<file path="config.mk">
export PLATFORM = sky130hd
export DESIGN_NAME = button_debounce_press_hold_unit
export DESIGN_NICKNAME = d
export VERILOG_FILES = /design/src/hw/rtl/bdph_pkg.sv /design/src/hw/rtl/bdph_cfg.sv /design/src/hw/rtl/bdph_core.sv /design/src/hw/rtl/button_debounce_press_hold_unit.sv
export SDC_FILE = /design/constraint.sdc
export NUM_CORES = 1
export LEC_CHECK = 0
export BUFFER_PORTS_ARGS = -buffer_cell sky130_fd_sc_hd__buf_2
export CORE_MARGIN = 5
export CORE_UTILIZATION = 41
export CTS_CLUSTER_SIZE = 24
export DETAILED_ROUTE_END_ITERATION = 12
export GPL_TIMING_DRIVEN = 0
export PLACE_DENSITY = 0.71
export SLEW_MARGIN = 30
export SYNTH_ARGS = -nofsm -noshare
export SYNTH_HDL_FRONTEND = slang
export SYNTH_SLANG_ARGS = --single-unit
</file>
<file path="constraint.sdc">
create_clock -name clk -period 4.17 [get_ports clk]
set_clock_uncertainty 0.1 [all_clocks]
set_input_delay 0.2085 -clock clk [delete_from_list [all_inputs] [get_ports clk]]
set_output_delay 0.2085 -clock clk [all_outputs]
set_load 0.1 [all_outputs]
</file>
<file path="src/hw/rtl/bdph_pkg.sv">
package bdph_pkg;

    localparam int unsigned NUM_BUTTONS_DEF = 3;
    localparam int unsigned IDX_W           = 5;
    localparam int unsigned TIMER_W         = 16;
    localparam int unsigned APB_ADDR_W      = 3;
    localparam int unsigned APB_DATA_W      = 32;

    localparam logic [TIMER_W-1:0] HOLD_THR_RESET = 16'd300;
    localparam logic [TIMER_W-1:0] TIMER_START    = 16'd2;
    localparam logic [TIMER_W-1:0] TIMER_MAX      = 16'hFFFF;

    localparam logic [0:0] REG_HOLD_THRESHOLD = 1'b0;

    localparam logic [2:0] HIST_RELEASED = 3'b000;
    localparam logic [2:0] HIST_PRESSED  = 3'b111;

    typedef struct packed {
        logic [2:0]         hist;
        logic               stable;
        logic [TIMER_W-1:0] timer;
        logic               press;
        logic               hold;
    } btn_state_t;

    typedef struct packed {
        logic             en;
        logic [IDX_W-1:0] index;
        logic             sample;
    } bdph_req_t;

    typedef struct packed {
        logic stable;
        logic hold;
        logic press;
    } bdph_flags_t;

    function automatic btn_state_t bdph_update(
        input btn_state_t         cur,
        input logic               sample,
        input logic [TIMER_W-1:0] thr
    );
        btn_state_t         nxt;
        logic [2:0]         h;
        logic [TIMER_W-1:0] t;
        h        = {cur.hist[1:0], sample};
        nxt      = cur;
        nxt.hist = h;
        t        = cur.timer;
        if (h == HIST_RELEASED || h == HIST_PRESSED)
        begin
            unique case ({cur.stable, h[0]})
                2'b01:
                begin
                    nxt.stable = 1'b1;
                    nxt.timer  = TIMER_START;
                end
                2'b10:
                begin
                    nxt.stable = 1'b0;
                    if (cur.timer < thr)
                    begin
                        nxt.press = 1'b1;
                    end
                    else
                    begin
                        nxt.hold = 1'b0;
                    end
                    nxt.timer = '0;
                end
                2'b11:
                begin
                    if (cur.timer != TIMER_MAX)
                    begin
                        t = cur.timer + TIMER_W'(1);
                    end
                    nxt.timer = t;
                    if (t >= thr)
                    begin
                        nxt.hold = 1'b1;
                    end
                end
                default:
                begin
                    nxt.timer = '0;
                    nxt.hold  = 1'b0;
                    nxt.press = 1'b0;
                end
            endcase
        end
        return nxt;
    endfunction

endpackage

</file>
<file path="src/hw/rtl/bdph_cfg.sv">
module bdph_cfg (
    input  logic                                 clk,
    input  logic                                 rst_n,
    input  logic                                 psel,
    input  logic                                 penable,
    input  logic                                 pwrite,
    input  logic [bdph_pkg::APB_ADDR_W-1:0]      paddr,
    input  logic [bdph_pkg::APB_DATA_W-1:0]      pwdata,
    output logic [bdph_pkg::APB_DATA_W-1:0]      prdata,
    output logic                                 pready,
    output logic [bdph_pkg::TIMER_W-1:0]         hold_threshold
);
    import bdph_pkg::*;

    logic [TIMER_W-1:0] thr_reg;
    logic [TIMER_W-1:0] thr_next;
    logic               wr_en;
    logic               reg_sel;

    assign pready  = 1'b1;
    assign reg_sel = (paddr[2:2] == REG_HOLD_THRESHOLD);
    assign wr_en   = psel && penable && pwrite && pready && reg_sel;

    always_comb
    begin
        thr_next = thr_reg;
        if (wr_en)
        begin
            thr_next = pwdata[TIMER_W-1:0];
        end
    end

    always_ff @(posedge clk or negedge rst_n)
    begin
        if (!rst_n)
        begin
            thr_reg <= HOLD_THR_RESET;
        end
        else
        begin
            thr_reg <= thr_next;
        end
    end

    assign prdata         = reg_sel ? APB_DATA_W'(thr_reg) : '0;
    assign hold_threshold = thr_reg;

endmodule

</file>
<file path="src/hw/rtl/bdph_core.sv">
module bdph_core #(
    parameter int unsigned NUM_BUTTONS = bdph_pkg::NUM_BUTTONS_DEF
) (
    input  logic                          clk,
    input  logic                          rst_n,
    input  bdph_pkg::bdph_req_t           req,
    input  logic [bdph_pkg::TIMER_W-1:0]  thr,
    output bdph_pkg::bdph_flags_t         flags
);
    import bdph_pkg::*;

    localparam int unsigned BW = (NUM_BUTTONS > 1) ? $clog2(NUM_BUTTONS) : 1;

    btn_state_t state_reg [NUM_BUTTONS];
    btn_state_t cur;
    btn_state_t upd;
    logic       in_range;

    assign in_range = ({1'b0, req.index} < (IDX_W+1)'(NUM_BUTTONS));

    always_comb
    begin
        cur = '0;
        if (in_range)
        begin
            cur = state_reg[req.index[BW-1:0]];
        end
        upd = bdph_update(cur, req.sample, thr);
    end

    always_ff @(posedge clk or negedge rst_n)
    begin
        if (!rst_n)
        begin
            for (int i = 0; i < NUM_BUTTONS; i++)
            begin
                state_reg[i] <= '0;
            end
        end
        else if (req.en && in_range)
        begin
            state_reg[req.index[BW-1:0]] <= upd;
        end
    end

    always_comb
    begin
        flags = '0;
        if (in_range)
        begin
            flags.press  = upd.press;
            flags.hold   = upd.hold;
            flags.stable = upd.stable;
        end
    end

endmodule

</file>
<file path="src/hw/rtl/button_debounce_press_hold_unit.sv">
// Channel     Dir  tdata bits (low first)                      Handshake
// s_axis      in   [4:0] button_index, [5] sample_pressed      tvalid/tready
// m_axis      out  [0] press_flag, [1] hold_flag,
//                  [2] stable_pressed                          tvalid/tready
// apb         in   reg 0 at 0x0: hold_threshold[15:0]          psel/penable
//
// One transfer per cycle sustained unless m_axis stalls; input reg, then result reg.
// The per-button state update and the result register share one stage, so the
// same button may arrive on consecutive cycles.
// Reset clears all button state and sets hold_threshold to 300.
// A stalled result holds both stages; s_axis_tready drops only when both are full.
module button_debounce_press_hold_unit #(
    parameter int unsigned NUM_BUTTONS = bdph_pkg::NUM_BUTTONS_DEF
) (
    input  logic                               clk,
    input  logic                               rst_n,
    input  logic                               s_axis_tvalid,
    output logic                               s_axis_tready,
    input  logic [7:0]                         s_axis_tdata,  // button_index, sample_pressed
    output logic                               m_axis_tvalid,
    input  logic                               m_axis_tready,
    output logic [7:0]                         m_axis_tdata,  // press, hold, stable_pressed
    input  logic                               psel,
    input  logic                               penable,
    input  logic                               pwrite,
    input  logic [bdph_pkg::APB_ADDR_W-1:0]    paddr,
    input  logic [bdph_pkg::APB_DATA_W-1:0]    pwdata,
    output logic [bdph_pkg::APB_DATA_W-1:0]    prdata,
    output logic                               pready
);
    import bdph_pkg::*;

    logic               in_valid_reg;
    logic               in_valid_next;
    logic [IDX_W-1:0]   in_idx_reg;
    logic               in_sample_reg;
    logic               out_valid_reg;
    logic               out_valid_next;
    bdph_flags_t        out_flags_reg;
    bdph_flags_t        core_flags;
    bdph_req_t          req;
    logic [TIMER_W-1:0] thr;
    logic               advance;
    logic               in_xfer;

    bdph_cfg u_cfg (
        .clk            (clk),
        .rst_n          (rst_n),
        .psel           (psel),
        .penable        (penable),
        .pwrite         (pwrite),
        .paddr          (paddr),
        .pwdata         (pwdata),
        .prdata         (prdata),
        .pready         (pready),
        .hold_threshold (thr)
    );

    assign advance       = !out_valid_reg || m_axis_tready;
    assign s_axis_tready = !in_valid_reg || advance;
    assign in_xfer       = s_axis_tvalid && s_axis_tready;

    assign req.en     = in_valid_reg && advance;
    assign req.index  = in_idx_reg;
    assign req.sample = in_sample_reg;

    bdph_core #(
        .NUM_BUTTONS (NUM_BUTTONS)
    ) u_core (
        .clk   (clk),
        .rst_n (rst_n),
        .req   (req),
        .thr   (thr),
        .flags (core_flags)
    );

    always_comb
    begin
        in_valid_next  = in_valid_reg;
        out_valid_next = out_valid_reg;
        if (advance)
        begin
            out_valid_next = in_valid_reg;
        end
        if (s_axis_tready)
        begin
            in_valid_next = s_axis_tvalid;
        end
    end

    always_ff @(posedge clk or negedge rst_n)
    begin
        if (!rst_n)
        begin
            in_valid_reg  <= 1'b0;
            out_valid_reg <= 1'b0;
        end
        else
        begin
            in_valid_reg  <= in_valid_next;
            out_valid_reg <= out_valid_next;
        end
    end

    always_ff @(posedge clk)
    begin
        if (in_xfer)
        begin
            in_idx_reg    <= s_axis_tdata[IDX_W-1:0];
            in_sample_reg <= s_axis_tdata[IDX_W];
        end
        if (req.en)
        begin
            out_flags_reg <= core_flags;
        end
    end

    assign m_axis_tvalid = out_valid_reg;
    assign m_axis_tdata  = {5'b0, out_flags_reg.stable, out_flags_reg.hold,
                            out_flags_reg.press};

endmodule

</file>
Word level (Yosys, flattened, before mapping)
Index checks and enable logic that the tools add are counted.
{ "word_totals": {"n_memories": 0, "inputBits": 50, "out_inout_bits": 43, "romBits": 0, "latch_bits": 0, "wordCells": 69, "register_bits": 93, "mem_bits_rw": 0} }
{ "op_classes": {"n_div": 0, "n_mux": 19, "multipliers": 0, "n_addsub": 1, "n_lt_le_gt_ge": 5, "bitwise_logic": 2, "eq_ne": 5, "shifts": 0, "n_reduce_logical": 14} }
{ "op_table": {"columns": ["op", "count"], "rows": [
  ["bitwise mux 66 bit", 1],
  ["2-to-1 mux 16 bit", 4],
  ["2-to-1 mux 21 bit", 3],
  ["binary-select mux 22 bit (select 2 bit)", 1],
  ["demux 22 bit (select 2 bit)", 1],
  ["case mux 16 bit (2 select lines)", 1],
  ["2-to-1 mux 22 bit", 1],
  ["2-to-1 mux 19 bit", 1],
  ["adder 16 x 1 -> 16 bit (second input constant)", 1],
  ["greater-or-equal comparator 16 bit", 1],
  ["< comparator 16 bit", 1],
  ["!= test 16 bit (second input constant)", 1],
  ["logical AND 1 bit", 7],
  ["< comparator 5 x 2 -> 1 bit (second input constant)", 1],
  ["== test 2 bit (second input constant)", 2],
  ["case mux 1 bit (2 select lines)", 2],
  ["== test 3 bit (second input constant)", 1],
  ["greater-or-equal comparator 3 bit (second input constant)", 1],
  ["zero test 3 bit", 1],
  ["logical OR 1 bit", 3],
  ["< comparator 3 x 1 -> 1 bit (second input constant)", 1],
  ["2-to-1 mux 1 bit", 3],
  ["inverter 2 -> 3 bit", 1],
  ["case mux 1 bit (3 select lines)", 1],
  ["4 further kinds", 5]
]} }

Longest topological paths before layout
{ "depth": {"depth_word": 14, "mapped_depth": 22, "ltp_nobuf": 19} }

Hierarchy
Synthesis repeated with hierarchy kept, for this count alone.
{ "unflattened": {"cells_unflattened": 695, "hier_area_um2": 6332.3} }
{ "modules_own_cells": {"columns": ["module", "area_each_um2", "seq_area_each_um2", "instances", "cells_each"], "rows": [
  ["bdph_core", 5012.3, 1576.5, 1, 602],
  ["bdph_cfg", 904.6, 405.4, 1, 70],
  ["button_debounce_press_hold_unit", 415.4, 320.3, 1, 23]
]} }

Worst setup path after synthesis
OpenSTA, ideal clock, no wires.
{ "synth_timing": {"path_kind": "reg2reg", "from": "register in_idx_reg[0]", "to": "register u_core.state_reg[22] (netlist bit)", "stages_incl_launch_ff": 19, "setup_time_ps": 125, "period_less_slack_ps": 4591, "t_arrival_ps": 4366, "path_slack_ps": -421, "required_ps": 3945, "path_buffers": 2, "cell_sequence": "edfxtp_1 -> buf_6 -> a2111oi_2 -> o21ai_0 -> inv_1 -> ha_1 -> o211ai_1 -> or3_1 -> clkbuf_1 -> nor4_1 -> mux2_2 -> ha_1 -> nor2b_1 -> o21ai_0 -> or4b_1 -> a21o_1 -> o211ai_1 -> nand2_1 -> mux2_2"} }
{ "synth_between": {"elab_chain_cells": 14, "elab_cells_between_ends": 30, "cone_classes": "1 x add/sub; 5 x order compare; 5 x eq/ne; 14 x mux; 1 x bitwise; 4 x reduce/logical"} }
{ "synth_lines": {"columns": ["item", "line", "text"], "rows": [
  ["from (decl)", "button_debounce_press_hold_unit.sv:35", "logic [IDX_W-1:0] in_idx_reg;"],
  ["from (signal assigned)", "button_debounce_press_hold_unit.sv:109", "in_idx_reg <= s_axis_tdata[IDX_W-1:0];"],
  ["inverter 2 -> 3 bit (not written as such)", "bdph_core.sv:26, bdph_core.sv:42", null],
  ["binary-select mux 22 bit (select 2 bit)", "bdph_core.sv:26", "cur = state_reg[req.index[BW-1:0]];"],
  ["2-to-1 mux 21 bit (not written as such) (2 in a row)", "bdph_core.sv:26", null],
  ["2-to-1 mux 21 bit", "bdph_core.sv:24", "if (in_range)"],
  ["adder 16 x 1 -> 16 bit / != test 16 bit (equally long branches)", "bdph_pkg.sv:75, bdph_pkg.sv:73", null],
  ["2-to-1 mux 16 bit", "bdph_pkg.sv:73", "if (cur.timer != TIMER_MAX)"],
  ["2-to-1 mux 16 bit", "bdph_pkg.sv:52", "unique case ({cur.stable, h[0]})"],
  ["2-to-1 mux 16 bit", "bdph_pkg.sv:50", "if (h == HIST_RELEASED || h == HIST_PRESSED)"],
  ["greater-or-equal comparator 16 bit", "bdph_pkg.sv:78", "if (t >= thr)"],
  ["2-to-1 mux 1 bit", "bdph_pkg.sv:78", null],
  ["case mux 1 bit (3 select lines)", "bdph_pkg.sv:52", null],
  ["2-to-1 mux 19 bit", "bdph_pkg.sv:50", null],
  ["bitwise mux 66 bit", "bdph_core.sv:42", "state_reg[req.index[BW-1:0]] <= upd;"],
  ["to (signal, indexed assignment)", "bdph_core.sv:42", null],
  ["to (decl)", "bdph_core.sv:14", "btn_state_t state_reg [NUM_BUTTONS];"]
]} }
Several ways; a longest one is shown, not always the timed one. The select of a mux whose other input is x is not followed.
A chain may end at the register's enable or synchronous reset.

Worst setup path in the final report
Ends and elaborated chain as after synthesis.

==> results by group <==
Clocking
  • Clock root cell: clkbuf_16
  • Clk_lat worst skew: about 0.36 ns
  • # H-tree levels: 3
  • Clock tree sinks: 90
  • CTS Buffer Depth: 2
  • Total CTS buffers: 9
  • TritonCTS clock tree: yes
  • Clk pin slew, worst setup/hold paths: ~0.070 ns

Route
  • Drt drc: 0
  • Vias post-DR: 4957
  • DRT antenna net count: 0
  • DRT iter0 DRCs: 515
  • Via density: 5.47
  • Drt wl/cell: ~17 um
  • WL final: around 16000 um
  • Pre-antenna DRT Iters: 5

Worst setup path
  • Critical path arrival: ~4.7 ns
  • Sequence of cells on the critical path: buf_6 -> buf_12 -> buf_12 -> mux2i_1 -> nor2_1 -> buf_4 -> buf_4 -> nor2_2 -> or4_4 -> a2111oi_4 -> xor2_1 -> ha_1 -> a21oi_2 -> nor2b_4 -> o21ai_1 -> or4b_1 -> a21o_1 -> o211ai_1 -> nand2_1 -> mux2_4
  • Worst r2r src: in_idx_reg[0]
  • R2R Path End: u_core.state_reg[22]
  • Crit-path max FO: 6
  • Critical Path RT: approximately 4.3 ns
  • Crit Path Category: flip-flop to flip-flop
  • Reg2reg path depth: 20
  • CP Capture Type: flip-flop
  • Crit-path slowest cell: or4_4
  • CP startpoint kind: flip-flop
  • R2r setup slk: -0.39 ns
  • Crit path largest cell delay: 0.52 ns

Final layout
  • Register area: 2300 um^2
  • Most frequent cells in the layout: dfrtp_1, buf_4, mux2_2
  • Commonest non-fill, non-tap cell in the layout: dfrtp_1
  • Share of cells above drive strength 1: 32.6%
  • N_diodes: 0
  • Fin cells: slightly above 900
  • Footprint of the multi-input gates: ~3300 um^2
  • Final nets: around 800
  • Number of flip-flops in the largest register: between 60 and 70
  • Fill cell total of the finished layout: around 1200
  • Area grow syn2layout: 27.3%

Floorplan
  • Total core area: between 10000 and 15000 um^2
  • IO Count: 93
  • Die area: about 16000 um^2
  • Die X: 128 um
  • Die Y-Extent: around 130 um
  • Num rows: 43
  • Starting density of the core: about two fifths

Power
  • Maximum VDD drop: 0.166 mV
  • Power Density: approximately 330 nW/um^2
  • Psw: approximately 0.9 mW
  • Comb power frac: 27.8%
  • Flop pwr share: around two fifths
  • Leakage power: approximately 3.5 nW
  • Internal power: between 1.5 and 2 mW
  • Clock power share: a little under a third
  • Sw Ratio: 36.0%

Yosys
  • Post-Synthesis Cells: ~600
  • Number of synthesized flops with an enable pin: 9
  • Xor/xnor cell area share of the yosys netlist: under 10%
  • Main combinational cell family by area after synthesis: multiplexers
  • Synth Register Bits: 90
  • Yosys Warn Count: 0
  • Post-synthesis compound-gate area fraction: around 14%
  • Synthesized area: between 5000 and 6000 um^2
  • Async set-reset flop share out of synthesis: between 90% and 100%
  • Sequential fraction of the synthesis area: between 40% and 50%
  • Adder-cell share of the synthesized area: 6.98%
  • Mean Syn Cell Area: just under 10 um^2
  • Dominant synthesized flop cell: dfrtp_1
  • Synth Area in Simple Gates: ~14%
  • Mux cell area share after synthesis: 14.8%
  • Cell variety after synth: 60

Placed design
  • Placed Cells: 833
  • DP Wirelength: about 12000 um
  • GPL Wtd Cong: roughly 0.9
  • PortBufs: between 40 and 50

Global route
  • Global route total overflow: 0
  • Vias in the first global route: just under 5000
  • Initial antenna violation count: 0
  • Total global routing track utilization: between 10% and 20%
  • Largest net degree at the start of global routing: 45
  • First-pass GRT wire length: 24500 um

Worst hold path
  • Worst Hold Depth: 2
  • Hold Crit Class: primary input to flip-flop
  • Hold Path End: u_cfg.hold_threshold[7]
  • Worst hold start: pwdata[7]

STA
  • Endpoints failing hold: 2
  • RSZ-0062 raised after global routing: true
  • Final period utilization: 109%
  • Final setup viols: 4
  • Max-slew violations: 0
  • Final Hold Slack: -0.00609 ns
  • Min Tclk post-route: 4.56 ns
  • Tightest Pin Transition: about 0.82 ns
  • Fmax: approximately 220 MHz
  • Final WS setup: -0.385 ns
  • Slew headroom: between 40% and 50%

Job
  • Total of max-cap violations: 0

Status
  • Failing checks: negative hold slack, negative setup slack
  • Status: complete, but fails checks
==> worst max-delay path by stage <==
stage / startpoint / end / slack, ns / cells past startpoint
2_1_floorplan: in_idx_reg[0] / u_core.state_reg[22] / -0.23 / 21
3_3_place_gp: in_idx_reg[0] / u_core.state_reg[22] / -1.03 / 18
3_5_place_dp: in_idx_reg[0] / u_core.state_reg[22] / -1.05 / 18
4_1_cts: in_idx_reg[0] / u_core.state_reg[22] / -0.35 / 20
5_1_grt: in_idx_reg[0] / u_core.state_reg[22] / -0.52 / 20
6_report: in_idx_reg[0] / u_core.state_reg[22] / -0.39 / 20
==> worst max-delay path: cells and delay by family (launching register included) <==
family | cells | cell delay [ns]
xor+xnor | 1 | 0.25
flops | 1 | 0.39
fa+ha+maj | 1 | 0.30
simple gates | 6 | 1.32
buf+inv | 5 | 0.65
compound gates | 5 | 1.01
mux | 2 | 0.39
==> power groups by stage <==
| stage | combinational, mW | clock, mW | sequential (mW) |
|---|---|---|---|
| 2_1_floorplan | 0.487 | 0 | 1.02 |
| 4_1_cts | 0.659 | 0.767 | 0.996 |
| 3_3_place_gp | 0.609 | 0 | 1.01 |
| 5_1_grt | 0.720 | 0.805 | 1.00 |
| 6_report | 0.676 | 0.762 | 0.998 |
| 3_5_place_dp | 0.631 | 0 | 1.01 |
==> cell type report <==
class / count / share of cell area, %
Clock inverter: 5 / 0.548
Multi-Input combinational cell: 438 / 45.0
Buffer: 48 / 4.58
Inverter: 25 / 1.29
Timing Repair Buffer: 110 / 10.8
Sequential cell: 90 / 31.5
Tap cell: 180 / 3.08
Clock buffer: 11 / 3.19
==> metrics by stage <==
stage	total power, mW	util [%]	worst slack, ns	setup TNS [ns]	area (um^2)
6_report	2.44	53.0	-0.385	-1.28	7300
5_1_grt	2.53	53.0	-0.515	-1.77	7300
4_1_cts	2.42	51.2	-0.346	-0.974	7050
3_5_place_dp	1.64	46.2	-1.05	-5.06	6360
3_3_place_gp	1.61	46.0	-1.03	-5.24	6340
2_1_floorplan	1.51	-	-0.231	-0.345	5870
==> cells in the mapped netlist (8+ instances only) <==
library cell	count	area (um^2)
a21oi_1	25	125
buf_4	24	180
clkbuf_1	19	71.3
dfrtp_1	77	1930
edfxtp_1	9	270
ha_1	32	400
inv_1	25	93.8
mux2_2	54	608
mux2i_1	19	190
nand2_1	53	199
nand2b_1	12	75.1
nand4_1	8	50.1
nor2_1	48	180
nor3_1	9	45.0
o21ai_0	47	235
xnor2_1	10	87.6
==> routing by layer <==
metal	part of all wire, %	wire length, um	vias to the layer above	GRT usage, %
li1	-	-	2304	-
met1	39	6150	2421	22.8
met2	52	8140	193	32.8
met3	5.9	932	39	2.75
met4	3.4	538	0	9.61
met5	0	0	-	0
==> logic make-up (layout without fill, tap and decap cells) <==
group	Yosys count	count (layout)
and+or+nand+nor	167	167
AOI/OAI and AO/OA	127	127
DFF	90	90
muxes	77	77
buffers and inverters	75	199
adders and majority gates	32	32
xor gates and xnor gates	13	13
other	2	22
==> timing repair <==
item                       CTS  global route
setup buffers               23            18
resized for setup           21            24
setup endpoints to repair    8             8
pin swaps                   12            21
hold buffers                18             3
hold endpoints to repair    54             3
(Power assumes the default switching activity.)
